## config.mk

```make
export PLATFORM = sky130hd
export DESIGN_NAME = least_loaded_cell_selector_core
export DESIGN_NICKNAME = d
export VERILOG_FILES = /design/src/hw/rtl/llcs_pkg.sv /design/src/hw/rtl/least_loaded_cell_selector_core.sv
export SDC_FILE = /design/constraint.sdc
export NUM_CORES = 1
export LEC_CHECK = 0
export ABC_AREA = 1
export BUFFER_PORTS_ARGS = -buffer_cell sky130_fd_sc_hd__buf_2
export CAP_MARGIN = 15
export CORE_MARGIN = 5
export CORE_UTILIZATION = 40
export CTS_CLUSTER_DIAMETER = 50
export DETAILED_ROUTE_END_ITERATION = 8
export GPL_TIMING_DRIVEN = 0
export PLACE_DENSITY_LB_ADDON = 0.05
export SYNTH_ARGS = -nofsm -noshare
export SYNTH_HDL_FRONTEND = slang
export SYNTH_SLANG_ARGS = --single-unit
export TNS_END_PERCENT = 50
```

## constraint.sdc

```tcl
create_clock -name clk_i -period 10 [get_ports clk_i]
set_input_delay 1 -clock clk_i [delete_from_list [all_inputs] [get_ports clk_i]]
set_output_delay 1 -clock clk_i [all_outputs]
set_load 0.01 [all_outputs]
```

## src/hw/rtl/llcs_pkg.sv

```systemverilog
`timescale 1ns / 1ps

package llcs_pkg;

  // Default sizing
  localparam int unsigned DefMaxCells = 16;
  localparam int unsigned DefMaxProcs = 16;
  localparam int unsigned DefLoadBits = 10;

  // Fixed field widths
  localparam int unsigned KindW    = 3;
  localparam int unsigned CellIdW  = 5;
  localparam int unsigned PayloadW = 10;
  localparam int unsigned CfgW     = 5;
  localparam int unsigned CfgIdxW  = 2;
  localparam int unsigned TallyW   = 16;
  localparam int unsigned ChosenW  = 6;
  localparam int unsigned OwnLoadW = 10;
  localparam int unsigned ResKindW = 2;

  typedef logic [KindW-1:0]    kind_t;
  typedef logic [ResKindW-1:0] res_kind_t;
  typedef logic [CfgIdxW-1:0]  cfg_idx_t;

  // Input item kinds
  localparam kind_t KindYearEnd = 3'd0;
  localparam kind_t KindFrogHop = 3'd1;
  localparam kind_t KindSpawn   = 3'd2;
  localparam kind_t KindLoadUpd = 3'd3;
  localparam kind_t KindAdopt   = 3'd4;

  // Result kinds
  localparam res_kind_t ResYearReport = 2'd0;
  localparam res_kind_t ResSurvey     = 2'd1;
  localparam res_kind_t ResSpawn      = 2'd2;
  localparam res_kind_t ResOwnLoad    = 2'd3;

  // Configuration register indexes
  localparam cfg_idx_t RegNumProcs = 2'd0;
  localparam cfg_idx_t RegOwnId    = 2'd1;
  localparam cfg_idx_t RegNumCells = 2'd2;

  // Configuration reset values
  localparam logic [CfgW-1:0] RstNumProcs = 5'd1;
  localparam logic [CfgW-1:0] RstOwnId    = 5'd1;
  localparam logic [CfgW-1:0] RstNumCells = 5'd16;

endpackage

```

## src/hw/rtl/least_loaded_cell_selector_core.sv

```systemverilog
`timescale 1ns / 1ps

// Least-loaded cell selector. Keeps a load table for cells 1..num_cells and
// saturating visit/infection tallies, and answers one item at a time: year
// end (report + clear tallies), frog hop (report, then count the visit and
// add the payload), load update (store a peer's load, no result), adopt
// (bump own load, broadcast it) and spawn query (pick the least-loaded group
// of cells by id mod num_procs, ties to the higher group, then its
// lowest-load cell, ties to the lower id; -1 if the group is empty).
// Sequencing: year end and frog hop stage their result in EXEC and reach
// the output register from EMIT; adopt reads in EXEC and writes back and
// stages in ADOPT first. Load update and unknown kinds free the input again
// from EXEC. The input reopens as the result moves to the output register.
// The load table has one read port, so a spawn query's walk reads one cell
// per cycle, and each group then drains its last read (skipped when the
// group is empty) and compares its sum; the result then leaves via EMIT.
// Input is taken whenever the sequencer is idle, even while a finished
// result still sits unclaimed in the output register. The load table reads
// as zero after reset through per-entry valid bits; there is no clearing
// pass. Configuration is expected only while the block is idle.
module least_loaded_cell_selector_core #(
  parameter int unsigned MAX_CELLS = llcs_pkg::DefMaxCells,
  parameter int unsigned MAX_PROCS = llcs_pkg::DefMaxProcs,
  parameter int unsigned LOAD_BITS = llcs_pkg::DefLoadBits
) (
  input  logic                                  clk_i,
  input  logic                                  rst_ni,
  // configuration write port
  input  logic                                  cfg_we_i,
  input  llcs_pkg::cfg_idx_t                    cfg_idx_i,
  input  logic [llcs_pkg::CfgW-1:0]             cfg_data_i,
  // input items
  input  logic                                  in_valid_i,
  output logic                                  in_stall_o,
  input  logic [llcs_pkg::KindW-1:0]            kind_i,
  input  logic [llcs_pkg::CellIdW-1:0]          cell_id_i,
  input  logic [llcs_pkg::PayloadW-1:0]         payload_i,
  // result items
  output logic                                  out_valid_o,
  input  logic                                  out_stall_i,
  output logic [llcs_pkg::ResKindW-1:0]         result_kind_o,
  output logic [llcs_pkg::TallyW-1:0]           report_visits_o,
  output logic [llcs_pkg::TallyW-1:0]           report_infection_o,
  output logic signed [llcs_pkg::ChosenW-1:0]   chosen_cell_o,
  output logic [llcs_pkg::OwnLoadW-1:0]         own_load_o
);
  import llcs_pkg::*;

  localparam int unsigned AddrW = (MAX_CELLS > 1) ? $clog2(MAX_CELLS) : 1;
  localparam int unsigned IdW   = $clog2(MAX_CELLS + 1);
  localparam int unsigned PcW   = $clog2(MAX_PROCS + 1);
  localparam int unsigned GrpW  = (MAX_PROCS > 1) ? $clog2(MAX_PROCS) : 1;
  localparam int unsigned WalkW = $clog2(MAX_CELLS + MAX_PROCS + 1);
  localparam int unsigned SumW  = LOAD_BITS + IdW;
  localparam logic [LOAD_BITS-1:0] LoadMax = '1;
  localparam logic [TallyW-1:0]    TallyMax = '1;

  // sequencer states
  localparam logic [2:0] S_IDLE  = 3'd0;
  localparam logic [2:0] S_EXEC  = 3'd1;
  localparam logic [2:0] S_WALK  = 3'd2;
  localparam logic [2:0] S_ADOPT = 3'd3;
  localparam logic [2:0] S_EMIT  = 3'd4;

  logic [2:0] state_q, state_d;

  // configuration
  logic [CfgW-1:0] num_procs_q, own_id_q, num_cells_q;
  logic [IdW-1:0]  cells;
  logic [PcW-1:0]  procs;
  logic [IdW-1:0]  me;

  // captured item
  kind_t               kind_q;
  logic [CellIdW-1:0]  cid_q;
  logic [PayloadW-1:0] pay_q;

  // tallies
  logic [TallyW-1:0] visits_q, visits_d, infect_q, infect_d;

  // staged result
  res_kind_t            res_kind_q, res_kind_d;
  logic [TallyW-1:0]    res_vis_q, res_vis_d, res_inf_q, res_inf_d;
  logic [ChosenW-1:0]   res_cho_q, res_cho_d;
  logic [OwnLoadW-1:0]  res_own_q, res_own_d;

  // output register
  logic                 out_valid_q, out_valid_d;
  res_kind_t            out_kind_q;
  logic [TallyW-1:0]    out_vis_q, out_inf_q;
  logic [ChosenW-1:0]   out_cho_q;
  logic [OwnLoadW-1:0]  out_own_q;
  logic                 out_load;

  // load table
  logic [LOAD_BITS-1:0] mem [MAX_CELLS];
  logic [MAX_CELLS-1:0] vld_q;
  logic                 we, re;
  logic [AddrW-1:0]     waddr, raddr;
  logic [LOAD_BITS-1:0] wdata;
  logic [LOAD_BITS-1:0] rd_data_q;
  logic                 rd_vld_q;
  logic [LOAD_BITS-1:0] rd_load;

  // spawn walk
  logic [GrpW-1:0]      grp_q, grp_d;
  logic [WalkW-1:0]     id_q, id_d;
  logic                 pend_q, pend_d;
  logic [IdW-1:0]       pend_id_q, pend_id_d;
  logic [SumW-1:0]      gsum_q, gsum_d;
  logic [IdW-1:0]       gbest_id_q, gbest_id_d;
  logic [LOAD_BITS-1:0] gbest_ld_q, gbest_ld_d;
  logic                 ghave_q, ghave_d;
  logic [SumW-1:0]      bsum_q, bsum_d;
  logic [IdW-1:0]       bid_q, bid_d;
  logic                 bhave_q, bhave_d;
  logic                 take_grp;
  logic [IdW-1:0]       fin_id;
  logic                 fin_have;

  // misc datapath
  logic [LOAD_BITS-1:0] pay_sat;
  logic [LOAD_BITS-1:0] adopt_ld;
  logic [TallyW:0]      inf_sum;
  logic                 cid_ok, own_ok;

  // ---------------------------------------------------------------------------
  // Effective configuration: zero acts as one, oversize clamps to the maximum
  // ---------------------------------------------------------------------------
  always_comb begin
    if (num_cells_q == '0) begin
      cells = IdW'(1);
    end else if (32'(num_cells_q) > 32'(MAX_CELLS)) begin
      cells = IdW'(MAX_CELLS);
    end else begin
      cells = IdW'(num_cells_q);
    end
    if (num_procs_q == '0) begin
      procs = PcW'(1);
    end else if (32'(num_procs_q) > 32'(MAX_PROCS)) begin
      procs = PcW'(MAX_PROCS);
    end else begin
      procs = PcW'(num_procs_q);
    end
  end

  assign own_ok = (own_id_q != '0) && (32'(own_id_q) <= 32'(cells));
  assign cid_ok = (cid_q != '0) && (32'(cid_q) <= 32'(cells));
  assign me     = own_ok ? IdW'(own_id_q) : cells;

  assign pay_sat  = (32'(pay_q) > 32'(LoadMax)) ? LoadMax : LOAD_BITS'(32'(pay_q));
  assign rd_load  = rd_vld_q ? rd_data_q : '0;
  assign adopt_ld = (rd_load == LoadMax) ? rd_load : rd_load + LOAD_BITS'(1);
  assign inf_sum  = {1'b0, infect_q} + (TallyW + 1)'(pay_q);

  // group finalize: ties go to the later (higher) group
  assign take_grp = (grp_q == '0) || (gsum_q <= bsum_q);
  assign fin_id   = take_grp ? gbest_id_q : bid_q;
  assign fin_have = take_grp ? ghave_q : bhave_q;

  assign in_stall_o = (state_q != S_IDLE);
  assign out_load   = (state_q == S_EMIT) && (!out_valid_q || !out_stall_i);

  // ---------------------------------------------------------------------------
  // Sequencer
  // ---------------------------------------------------------------------------
  always_comb begin
    state_d    = state_q;
    visits_d   = visits_q;
    infect_d   = infect_q;
    res_kind_d = res_kind_q;
    res_vis_d  = res_vis_q;
    res_inf_d  = res_inf_q;
    res_cho_d  = res_cho_q;
    res_own_d  = res_own_q;
    grp_d      = grp_q;
    id_d       = id_q;
    pend_d     = pend_q;
    pend_id_d  = pend_id_q;
    gsum_d     = gsum_q;
    gbest_id_d = gbest_id_q;
    gbest_ld_d = gbest_ld_q;
    ghave_d    = ghave_q;
    bsum_d     = bsum_q;
    bid_d      = bid_q;
    bhave_d    = bhave_q;
    we         = 1'b0;
    waddr      = '0;
    wdata      = '0;
    re         = 1'b0;
    raddr      = '0;

    unique case (state_q)
      S_IDLE: begin
        if (in_valid_i) begin
          state_d = S_EXEC;
        end
      end

      S_EXEC: begin
        res_vis_d = '0;
        res_inf_d = '0;
        res_cho_d = '0;
        res_own_d = '0;
        unique case (kind_q)
          KindYearEnd: begin
            res_kind_d = ResYearReport;
            res_vis_d  = visits_q;
            res_inf_d  = infect_q;
            visits_d   = '0;
            infect_d   = '0;
            state_d    = S_EMIT;
          end
          KindFrogHop: begin
            res_kind_d = ResSurvey;
            res_vis_d  = visits_q;
            res_inf_d  = infect_q;
            visits_d   = (visits_q == TallyMax) ? visits_q : visits_q + TallyW'(1);
            infect_d   = inf_sum[TallyW] ? TallyMax : inf_sum[TallyW-1:0];
            state_d    = S_EMIT;
          end
          KindSpawn: begin
            grp_d   = '0;
            id_d    = WalkW'(procs);
            pend_d  = 1'b0;
            gsum_d  = '0;
            ghave_d = 1'b0;
            state_d = S_WALK;
          end
          KindLoadUpd: begin
            we      = cid_ok;
            waddr   = AddrW'(cid_q - CellIdW'(1));
            wdata   = pay_sat;
            state_d = S_IDLE;
          end
          KindAdopt: begin
            re      = 1'b1;
            raddr   = AddrW'(me - IdW'(1));
            state_d = S_ADOPT;
          end
          default: begin
            state_d = S_IDLE;
          end
        endcase
      end

      S_ADOPT: begin
        we         = 1'b1;
        waddr      = AddrW'(me - IdW'(1));
        wdata      = adopt_ld;
        res_kind_d = ResOwnLoad;
        res_own_d  = OwnLoadW'(32'(adopt_ld));
        state_d    = S_EMIT;
      end

      S_WALK: begin
        // fold in the entry read last cycle
        if (pend_q) begin
          gsum_d = gsum_q + SumW'(rd_load);
          if (!ghave_q || (rd_load < gbest_ld_q)) begin
            ghave_d    = 1'b1;
            gbest_id_d = pend_id_q;
            gbest_ld_d = rd_load;
          end
        end
        if (id_q <= WalkW'(cells)) begin
          re        = 1'b1;
          raddr     = AddrW'(id_q - WalkW'(1));
          pend_d    = 1'b1;
          pend_id_d = IdW'(id_q);
          id_d      = id_q + WalkW'(procs);
        end else if (pend_q) begin
          pend_d = 1'b0;
        end else begin
          bsum_d  = take_grp ? gsum_q : bsum_q;
          bid_d   = fin_id;
          bhave_d = fin_have;
          if (grp_q == GrpW'(procs - PcW'(1))) begin
            res_kind_d = ResSpawn;
            res_cho_d  = fin_have ? ChosenW'(32'(fin_id)) : '1;
            state_d    = S_EMIT;
          end else begin
            grp_d   = grp_q + GrpW'(1);
            id_d    = WalkW'(grp_q) + WalkW'(1);
            gsum_d  = '0;
            ghave_d = 1'b0;
          end
        end
      end

      S_EMIT: begin
        if (out_load) begin
          state_d = S_IDLE;
        end
      end

      default: begin
        state_d = S_IDLE;
      end
    endcase
  end

  always_comb begin
    out_valid_d = out_valid_q && out_stall_i;
    if (out_load) begin
      out_valid_d = 1'b1;
    end
  end

  // ---------------------------------------------------------------------------
  // Registers
  // ---------------------------------------------------------------------------
  always_ff @(posedge clk_i or negedge rst_ni) begin
    if (!rst_ni) begin
      state_q     <= S_IDLE;
      num_procs_q <= RstNumProcs;
      own_id_q    <= RstOwnId;
      num_cells_q <= RstNumCells;
      visits_q    <= '0;
      infect_q    <= '0;
      out_valid_q <= 1'b0;
      pend_q      <= 1'b0;
      vld_q       <= '0;
      rd_vld_q    <= 1'b0;
    end else begin
      state_q     <= state_d;
      visits_q    <= visits_d;
      infect_q    <= infect_d;
      out_valid_q <= out_valid_d;
      pend_q      <= pend_d;
      if (cfg_we_i) begin
        unique case (cfg_idx_i)
          RegNumProcs: num_procs_q <= cfg_data_i;
          RegOwnId:    own_id_q    <= cfg_data_i;
          RegNumCells: num_cells_q <= cfg_data_i;
          default:     ;
        endcase
      end
      if (we) begin
        vld_q[waddr] <= 1'b1;
      end
      if (re) begin
        rd_vld_q <= vld_q[raddr];
      end
    end
  end

  // payload registers
  always_ff @(posedge clk_i) begin
    if (in_valid_i && !in_stall_o) begin
      kind_q <= kind_i;
      cid_q  <= cell_id_i;
      pay_q  <= payload_i;
    end
    res_kind_q <= res_kind_d;
    res_vis_q  <= res_vis_d;
    res_inf_q  <= res_inf_d;
    res_cho_q  <= res_cho_d;
    res_own_q  <= res_own_d;
    grp_q      <= grp_d;
    id_q       <= id_d;
    pend_id_q  <= pend_id_d;
    gsum_q     <= gsum_d;
    gbest_id_q <= gbest_id_d;
    gbest_ld_q <= gbest_ld_d;
    ghave_q    <= ghave_d;
    bsum_q     <= bsum_d;
    bid_q      <= bid_d;
    bhave_q    <= bhave_d;
    if (out_load) begin
      out_kind_q <= res_kind_q;
      out_vis_q  <= res_vis_q;
      out_inf_q  <= res_inf_q;
      out_cho_q  <= res_cho_q;
      out_own_q  <= res_own_q;
    end
  end

  // load table: one write and one registered read per cycle
  always_ff @(posedge clk_i) begin
    if (we) begin
      mem[waddr] <= wdata;
    end
    if (re) begin
      rd_data_q <= mem[raddr];
    end
  end

  assign out_valid_o        = out_valid_q;
  assign result_kind_o      = out_kind_q;
  assign report_visits_o    = out_vis_q;
  assign report_infection_o = out_inf_q;
  assign chosen_cell_o      = $signed(out_cho_q);
  assign own_load_o         = out_own_q;

  // ---------------------------------------------------------------------------
  // Assertions
  // ---------------------------------------------------------------------------
  a_accept_starts: assert property (@(posedge clk_i) disable iff (!rst_ni)
    (in_valid_i && !in_stall_o) |=> (state_q == S_EXEC))
    else $error("accepted item did not start execution");

  a_grp_range: assert property (@(posedge clk_i) disable iff (!rst_ni)
    (state_q == S_WALK) |-> (32'(grp_q) < 32'(procs)))
    else $error("group counter past group count");

  a_pend_id: assert property (@(posedge clk_i) disable iff (!rst_ni)
    (state_q == S_WALK && pend_q) |-> (pend_id_q != '0 && 32'(pend_id_q) <= 32'(cells)))
    else $error("walk read outside cells in use");

  a_emit: assert property (@(posedge clk_i) disable iff (!rst_ni)
    out_load |=> (out_valid_q && state_q == S_IDLE))
    else $error("staged result not moved to output");

endmodule

```

# After elaboration in Yosys (flattened, before gate mapping)
# Memories as Yosys holds them, arrays and structs flattened. A register that Yosys moved wholly into a read port is not among the register bits.
# Index checks and enable logic that the tools add are counted.
# totals
reg_bits	254
ramBits	160
input_bits	30
out_inout_bits	52
word_cells	198
n_memories	1
# op_classes
addsub	11
magnitude_cmp	10
n_eq_ne	24
mux	74
n_bitwise	3
n_reduce_logical	42
# mem_list
name	words	width	read_ports	rd_ports_with_merged_regs	wr	line_no	text
mem	16	10	1	1	1	least_loaded_cell_selector_core.sv:96	logic [LOAD_BITS-1:0] mem [MAX_CELLS];
# op_table
operator	n
2-to-1 mux 15 bit	5
one-hot mux 16 bit (2 select lines)	2
2-to-1 mux 6 bit	8
one-hot mux 10 bit (2 select lines)	2
2-to-1 mux 16 bit	2
2-to-1 mux 4 bit	8
2-to-1 mux 10 bit	3
one-hot mux 15 bit (2 select lines)	1
2-to-1 mux 5 bit	5
one-hot mux 4 bit (2 select lines)	3
one-hot mux 6 bit (2 select lines)	2
adder 16 x 10 -> 17 bit	1
adder 16 x 1 -> 16 bit, second input constant	1
equality test 16 bit, second input constant	1
inequality test 2 bit, second input constant	8
OR 16 bit	1
subtractor 4 x 1 -> 4 bit, second input constant	4
adder 15 x 10 -> 15 bit	1
less-or-equal comparator 15 bit	1
2-to-1 mux 1 bit	15
2-to-1 mux 3 bit	5
one-hot mux 3 bit (5 select lines)	1
AND reduction 5 bit	3
equality test 3 x 2 -> 1 bit, second input constant	4
39 further kinds	77

# Depth between registers and ports, before layout
# Gate-level depths: netlist (run 1).
# logic_depth
ltp_word	13
ltp_mapped	24
ltp_nobuf	24

# Worst setup path before layout (run 1)
# No wires, ideal clock.
# synth_path
path_type	input -> register
startpoint	input out_stall_i
endpoint	register out_cho_q[0], in the netlist chosen_cell_o[0], enable pin
setup_ps	458
arrival_time_ps	3212
t_required_ps	9542
path_slack_ps	6330
cell_stages	3
path_buffers	0
path_cell_list	nand2_1 inv_1 nor2_1
# synth_between
elab_chain_len	3
# synth_rtl
item	line_no	text
start: declaration	least_loaded_cell_selector_core.sv:40	input logic out_stall_i,
zero test 1 bit	least_loaded_cell_selector_core.sv:162	assign out_load = (state_q == S_EMIT) && (!out_valid_q || !out_stall_i);
logical OR 1 bit	least_loaded_cell_selector_core.sv:162	
logical AND 1 bit	least_loaded_cell_selector_core.sv:162	
net out_load	least_loaded_cell_selector_core.sv:93	logic out_load;
end signal: assignment	least_loaded_cell_selector_core.sv:374	out_cho_q <= res_cho_q;
end: declaration	least_loaded_cell_selector_core.sv:91	logic [ChosenW-1:0] out_cho_q;
# The timed path passes the listed nets, and every way through them passes these cells.
# A chain may end at the register's enable or synchronous reset.

# Worst setup path after layout (run 1)
# layout_path
startpoint	register state_q[0]
endpoint	memory mem[13][1] in the netlist's numbering, enable pin
# layout_between
elab_chain_len	4
word_cells_on_any_way	6
cone_classes	eq/ne: 2; mux: 4
# layout_rtl
item	line_no	text
start: declaration	least_loaded_cell_selector_core.sv:65	logic [2:0] state_q, state_d;
start signal: assignment	least_loaded_cell_selector_core.sv:326	state_q <= state_d;
equality test 3 x 2 -> 1 bit / equality test 3 x 1 -> 1 bit (equally long branches)	least_loaded_cell_selector_core.sv:193	unique case (state_q)
one-hot mux 1 bit (2 select lines)	least_loaded_cell_selector_core.sv:193	
2-to-1 mux 1 bit	least_loaded_cell_selector_core.sv:381	if (we) begin
2-to-1 mux 1 bit (implied by the code)	least_loaded_cell_selector_core.sv:382	mem[waddr] <= wdata;
end: declaration	least_loaded_cell_selector_core.sv:96	
# Several ways; a longest one is shown, not always the timed one.

==> results of run 1 <==
[worst max-delay path, stage by stage, from the launching register on]
cell	delay, ps
dfrtp_1	450
inv_2	60
nor2_2	470
nand2_2	190
clkinv_2	490
nand2_1	360
inv_1	150
clkbuf_1	450
nand2_1	100
nand2_1	160
nand2_1	270
nor2_1	950
[metrics by stage]
stage | worst slack, ps | cell area (µm²) | util | std cells | hold slack, ps
floorplan | 6330 | 19300 | - | 1777 | 400
global route | 5020 | 22400 | 0.469 | 2580 | 255
global placement | 4780 | 20500 | 0.430 | 2473 | 401
finish | 5500 | 22400 | 0.469 | 2580 | 268
detailed placement | 5270 | 20700 | 0.433 | 2481 | 405
CTS | 5250 | 22400 | 0.468 | 2579 | 245
[final cells by class]
cell class                 instances  area (µm²)
multi-input combinational       1052        5760
clock buffer                      67        1420
clock inverter                    31         273
buffer                            47         258
sequential                       424       12400
timing repair buffer              90         554
fill                            4432       25400
inverter                         254         955
tap                              615         769
[per-layer routing]
metal,vias to the layer above,part of all wire
met5,-,0
met4,0,0.032
met3,86,0.043
met2,262,0.48
met1,6107,0.44
li1,6438,-
[state kept, by name, indices dropped and copies added, names as in the netlist, 15 cells and up]
signal	cells
infect_q	16
bsum_q	15
report_visits_o	16
mem	160
res_vis_q	16
report_infection_o	16
visits_q	16
gsum_q	15
res_inf_q	16
vld_q	16
[cells in the mapped netlist, types with 4 or more instances]
library cell | n | area, µm²
buf_6 | 6 | 67.6
buf_4 | 5 | 37.5
or2_1 | 6 | 37.5
o21ai_1 | 13 | 65.1
inv_1 | 246 | 923
nand2_1 | 254 | 953
or2_2 | 11 | 68.8
nand2_2 | 5 | 31.3
a21o_1 | 6 | 45.0
o22ai_1 | 5 | 31.3
ha_1 | 73 | 913
o21ai_0 | 149 | 746
or2_0 | 7 | 43.8
nor2_2 | 4 | 25.0
clkbuf_1 | 22 | 82.6
nand3_1 | 121 | 606
xor2_1 | 15 | 131
edfxtp_1 | 355 | 10700
a21oi_1 | 86 | 430
nand4_1 | 10 | 62.6
xnor2_1 | 11 | 96.3
buf_2 | 14 | 70.1
inv_2 | 6 | 22.5
nor3_1 | 20 | 100
a211oi_1 | 4 | 30.0
nor2_1 | 170 | 638
dfrtp_1 | 66 | 1650
a31oi_1 | 7 | 43.8
o211ai_1 | 44 | 330
[cell families after synthesis]
group                    Yosys count  synth area share
buffers and inverters            301            0.0627
adder cells (fa/ha/maj)           76            0.0503
AO/OA/AOI/OAI                    329            0.0954
XOR/XNOR                          26            0.0118
flip-flops                       424             0.641
AND/OR/NAND/NOR                  621             0.139
[where the power goes]
group	internal (µW)	switching, µW	leakage [µW]
clock	1090	743	0.000822
sequential	2300	133	0.00418
combinational	444	959	0.00404
[path summary, 6_finish.rpt]
| kind | end | slack (ps) | depth (start not counted) |
|---|---|---|---|
| max | mem[13][1] | 5500 | 11 |
| max in group asynchronous | visits_q[3] | 9120 | 2 |
| max reg2reg | mem[13][1] | 5500 | 11 |
| min reg2reg | report_visits_o[8] | 420 | 0 |
| min in group clk_i | report_visits_o[8] | 420 | 0 |
| min | vld_q[15] | 270 | 1 |
==> run metrics, run 1 <==
outcome completed; PwrDens 253 nW/µm²; syn_area_per_cell 10.9 µm²; setup TNS 0 ps; Yosys Warn Count 0; antenna violations before repair 0; synthesis-stage register bit count 424; met3 usage 0.0316; TritonCTS clock tree built; final setup fails 0; core region area 47,700 µm²; R2R Path Start state_q[0]; CP arrival 4700 ps; chip width 230 µm; CP Capture Type register; gr ovfl total 0; Required @ worst endpoint 10,200 ps; Placer Congestion 0.871; most common cell after layout, fill and taps aside edfxtp_1; via count 12,900; RSZ-0062 raised after global routing false; Post-synth EDFFs 355; site row count 80; CTS Hold Bufs 0; Final period util 0.450; antenna-violating nets left 0; Crit Path Category reg2reg; Yosys cell types 50; layout cell share with drive strength beyond 1 0.121; drt pass-1 iters 5; crit start category register; HP Class in2async; initial core utilization 0.405; asr flop ratio synth 0.163; slew at the pin with the worst max-slew slack 1150 ps; vias per std cell 5.00; Worst Setup SP state_q[0]; fmax 222 MHz; IO buf count 81; hpwl dp 34.5 mm; vias in the first global route 13,200; Top FF cell, synth edfxtp_1; DRC 0; Post-CTS Resized 0; GR Util met2 0.309; H-tree Lvls 2; Final Max Slew Viols 0; I/O Pins 82; Clock Latency Late Sink 600 ps; LEAKAGE 0.00904 µW; total track usage 0.181; Clock transition at path regs 60 ps; slew margin rel. 0.230; Synth Cell Area 19,300 µm²; DR WL/cell 18.5 µm; Final Critical Period 4500 ps; pin count of the biggest net entering global routing 57; clock root buffer clkbuf_16; final hold violation count 0; Synth-to-Final Area Change 15.7%; DRT iter0 DRCs 808; die area 52,800 µm²; Cells after Synth 1,777; most frequent cells in the layout 355 x edfxtp_1, 254 x nand2_1, 246 x inv_1; Synth Net Count 1,883; Crit Path Max Fanout 37; post-CTS setup buffers 0; total CTS buffers 52; Post-Route WL 47.7 mm; Clock Skew 26.7 ps; clk sinks 424; DIE HEIGHT 230 µm; register area share after synthesis 0.641; GR Layer Usage met1 0.236; final net count 2,027; maximum root-to-sink buffer count 3; GRT Max-Usage Layer met2; first-pass GRT wire length 75.0 mm; Diodes inserted 0; post-layout power 5660 µW; MaxCap Viol Count 0; Peak VDD IR 0.148 mV
No activity file was read; power rests on OpenSTA's default activity.
==> run 2, diff against run 1 <==
Clock period 10 ns to 4.1 ns, I/O delays scaled along.
==> run 2 against run 1 <==
Against the previous run: global-route usage is essentially flat; hold slack worse by 210 ps; setup slack worse by 5300 ps; clock power is 140% higher; cell count increased by 0.89%; core utilization rose by 0.95 points; count of clock-buffer cells in the layout unchanged; non-clock buffer count is 23 higher; critical path depth rose by 7; register-to-register slack got worse by 5300 ps; flip-flop and latch count unchanged; clock skew down 3.3 ps; largest cell class unchanged; highest routed layer unchanged.
==> run metrics, run 2 (synthesis gave the netlist of run 1 again) <==
P_int 9370 µW (+140%); via count 13,000 (+0.61%); DRT iter0 DRCs 780 (-3.5%); clk sinks 424 (unchanged); clock root buffer clkbuf_16; Final period util 0.948 (+0.498); first-pass GRT wire length 75.1 mm (+0.19%); antenna-violating nets left 0 (unchanged); Worst R2R Path Depth 18 (+7); outcome completed; IO buf count 81 (unchanged); WL met1 21.1 mm (-0.14%); R2R setup slack 210 ps (-5290 ps); layout cell share with drive strength beyond 1 0.133 (+0.0127); hpwl dp 34.5 mm (unchanged); final hold violation count 0 (unchanged); Diodes inserted 0 (unchanged); crit start category register; LEAKAGE 0.00919 µW (+1.6%); total CTS buffers 52 (unchanged); final setup fails 0 (unchanged); Core Util, Final 0.478 (+0.00951); chip width 230 µm (unchanged); met3 WL 2.14 mm (+5.1%); fillers 4,384 (-1.1%); antenna violations before repair 0 (unchanged); TritonCTS clock tree built; drt pass-1 iters 5 (unchanged); Crit Path Max Fanout 10 (-73%); H-tree Lvls 2 (unchanged); Final Critical Period 3890 ps (-614 ps); Clock power frac 0.321 (-0.002); WL met2 23.4 mm (+1.2%); vias in the first global route 13,200 (+0.43%); pin count of the biggest net entering global routing 57 (unchanged); Sw Ratio 0.325 (+0.00123); DR WL/cell 18.5 µm (-0.27%); max FFs per register 160 (unchanged); uppermost layer routed met4; slew at the pin with the worst max-slew slack 947 ps (-203 ps); Multi-input gate area 5900 µm² (+2.4%); Required @ worst endpoint 4350 ps (-5850 ps); fmax 257 MHz (+16%); Clock Latency Late Sink 600 ps (about the same); Peak VDD IR 0.359 mV (+140%); I/O Pins 82 (unchanged); Clock transition at path regs 60 ps (about the same); Clock Skew 23.4 ps (-3.32 ps); Final Max Slew Viols 0 (unchanged); most common cell after layout, fill and taps aside edfxtp_1; site row count 80 (unchanged); CP arrival 4140 ps (-560 ps); sequential power share 0.427 (-0.002); HP Class in2reg; maximum root-to-sink buffer count 3 (unchanged); hold path cells 1; core region area 47,700 µm² (unchanged); Crit Path Category reg2reg; P_sw 4520 µW (+150%); Placer Congestion 0.871 (unchanged); register with the most flip-flops mem; DRC 0 (unchanged); slew margin rel. 0.363 (+0.133); PwrDens 608 nW/µm² (+140%); DIE HEIGHT 230 µm (unchanged); Synth-to-Final Area Change 18.1%; most frequent cells in the layout 355 x edfxtp_1, 254 x nand2_1, 246 x inv_1; Post-Route WL 48.0 mm (+0.62%); vias per std cell 4.98 (-0.28%); Post-Place Cells 2,481 (unchanged); RSZ-0062 raised after global routing true; final net count 2,050 (+1.1%); register area 12,400 µm² (unchanged); total track usage 0.181 (+0.000239); MaxCap Viol Count 0 (unchanged); initial core utilization 0.405 (unchanged); Post-Layout Cell Count 2,603 (+0.89%); gr ovfl total 0 (unchanged); Logic pwr share 0.252 (+0.004); CP Capture Type register; die area 52,800 µm² (unchanged)
[run 2: cell types whose count changed in the layout (fill, tap and decap cells not counted), sizes merged]
| cell | change |
|---|---|
| dlygate4sd3 | +16 |
| buf | +5 |
| clkbuf | +2 |
[run 2: path summary, 6_finish.rpt]
kind,start,to
max in group asynchronous,rst_ni,visits_q[3]
min,kind_i[0],kind_q[0]
min in group asynchronous,rst_ni,vld_q[15]
max,num_cells_q[0],mem[7][9]
min reg2reg,res_vis_q[8],report_visits_o[8]
max reg2reg,num_cells_q[0],mem[7][9]
[run 2: final cells by class]
cell class              count  share of cell area
plain buffers              47              0.0120
clock buffers              67              0.0622
clock inverters            31              0.0119
inverters                 254              0.0420
multi-input cells        1052               0.258
flip-flops and latches    424               0.543
well taps                 615              0.0337
repair buffers            113              0.0373
[run 2: critical path: stages (launching register included)]
cell and delay, ps:
dfrtp_1 390, nor2_1 110, nand3_1 90, a21oi_1 220
inv_1 140, ha_1 310, nand2_1 50, nor2_1 120
nand2_1 80, nand2_2 120, nand2_2 90, nand2_1 70
nand2_1 100, ha_1 380, o22ai_1 230, inv_1 60
nor2_1 140, nand2_1 400, nor2_4 450
[run 2: power groups by stage]
stage | Clock [µW] | Sequential, µW | Combinational [µW]
3_3_place_gp | 0 | 6030 | 3350
2_1_floorplan | 0 | 5930 | 2300
4_1_cts | 4590 | 5930 | 3500
3_5_place_dp | 0 | 6020 | 3450
6_report | 4460 | 5920 | 3500
5_1_grt | 4780 | 5990 | 3980
[run 2: through the flow]
| stage | total power (µW) | TNS (ps) | cell area [µm²] | setup WS (ps) | hold slack [ps] |
|---|---|---|---|---|---|
| 2_1_floorplan | 8230 | 0 | 19300 | 783 | 114 |
| 3_3_place_gp | 9380 | -92120 | 20500 | -1120 | 401 |
| 3_5_place_dp | 9480 | -43930 | 20700 | -633 | 290 |
| 4_1_cts | 14000 | 0 | 22600 | 16.1 | 21.4 |
| 5_1_grt | 14800 | -11860 | 22800 | -195 | 14.3 |
| 6_report | 13900 | 0 | 22800 | 214 | 55.1 |
[run 2: what timing repair did]
item                                    in CTS  in global routing
pin swaps                                    0                 13
hold endpoints to repair                    48                  0
resized for setup                           19                 33
gates cloned                                 0                  0
endpoints found under the setup margin     150                171
hold buffers                                16                  0
setup buffers                                0                  8
[run 2: metal layers]
layer | global-route usage | vias up
li1 | - | 6477
met2 | 0.309 | 265
met3 | 0.0316 | 81
met5 | 0 | -
met1 | 0.237 | 6149
met4 | 0.0596 | 0
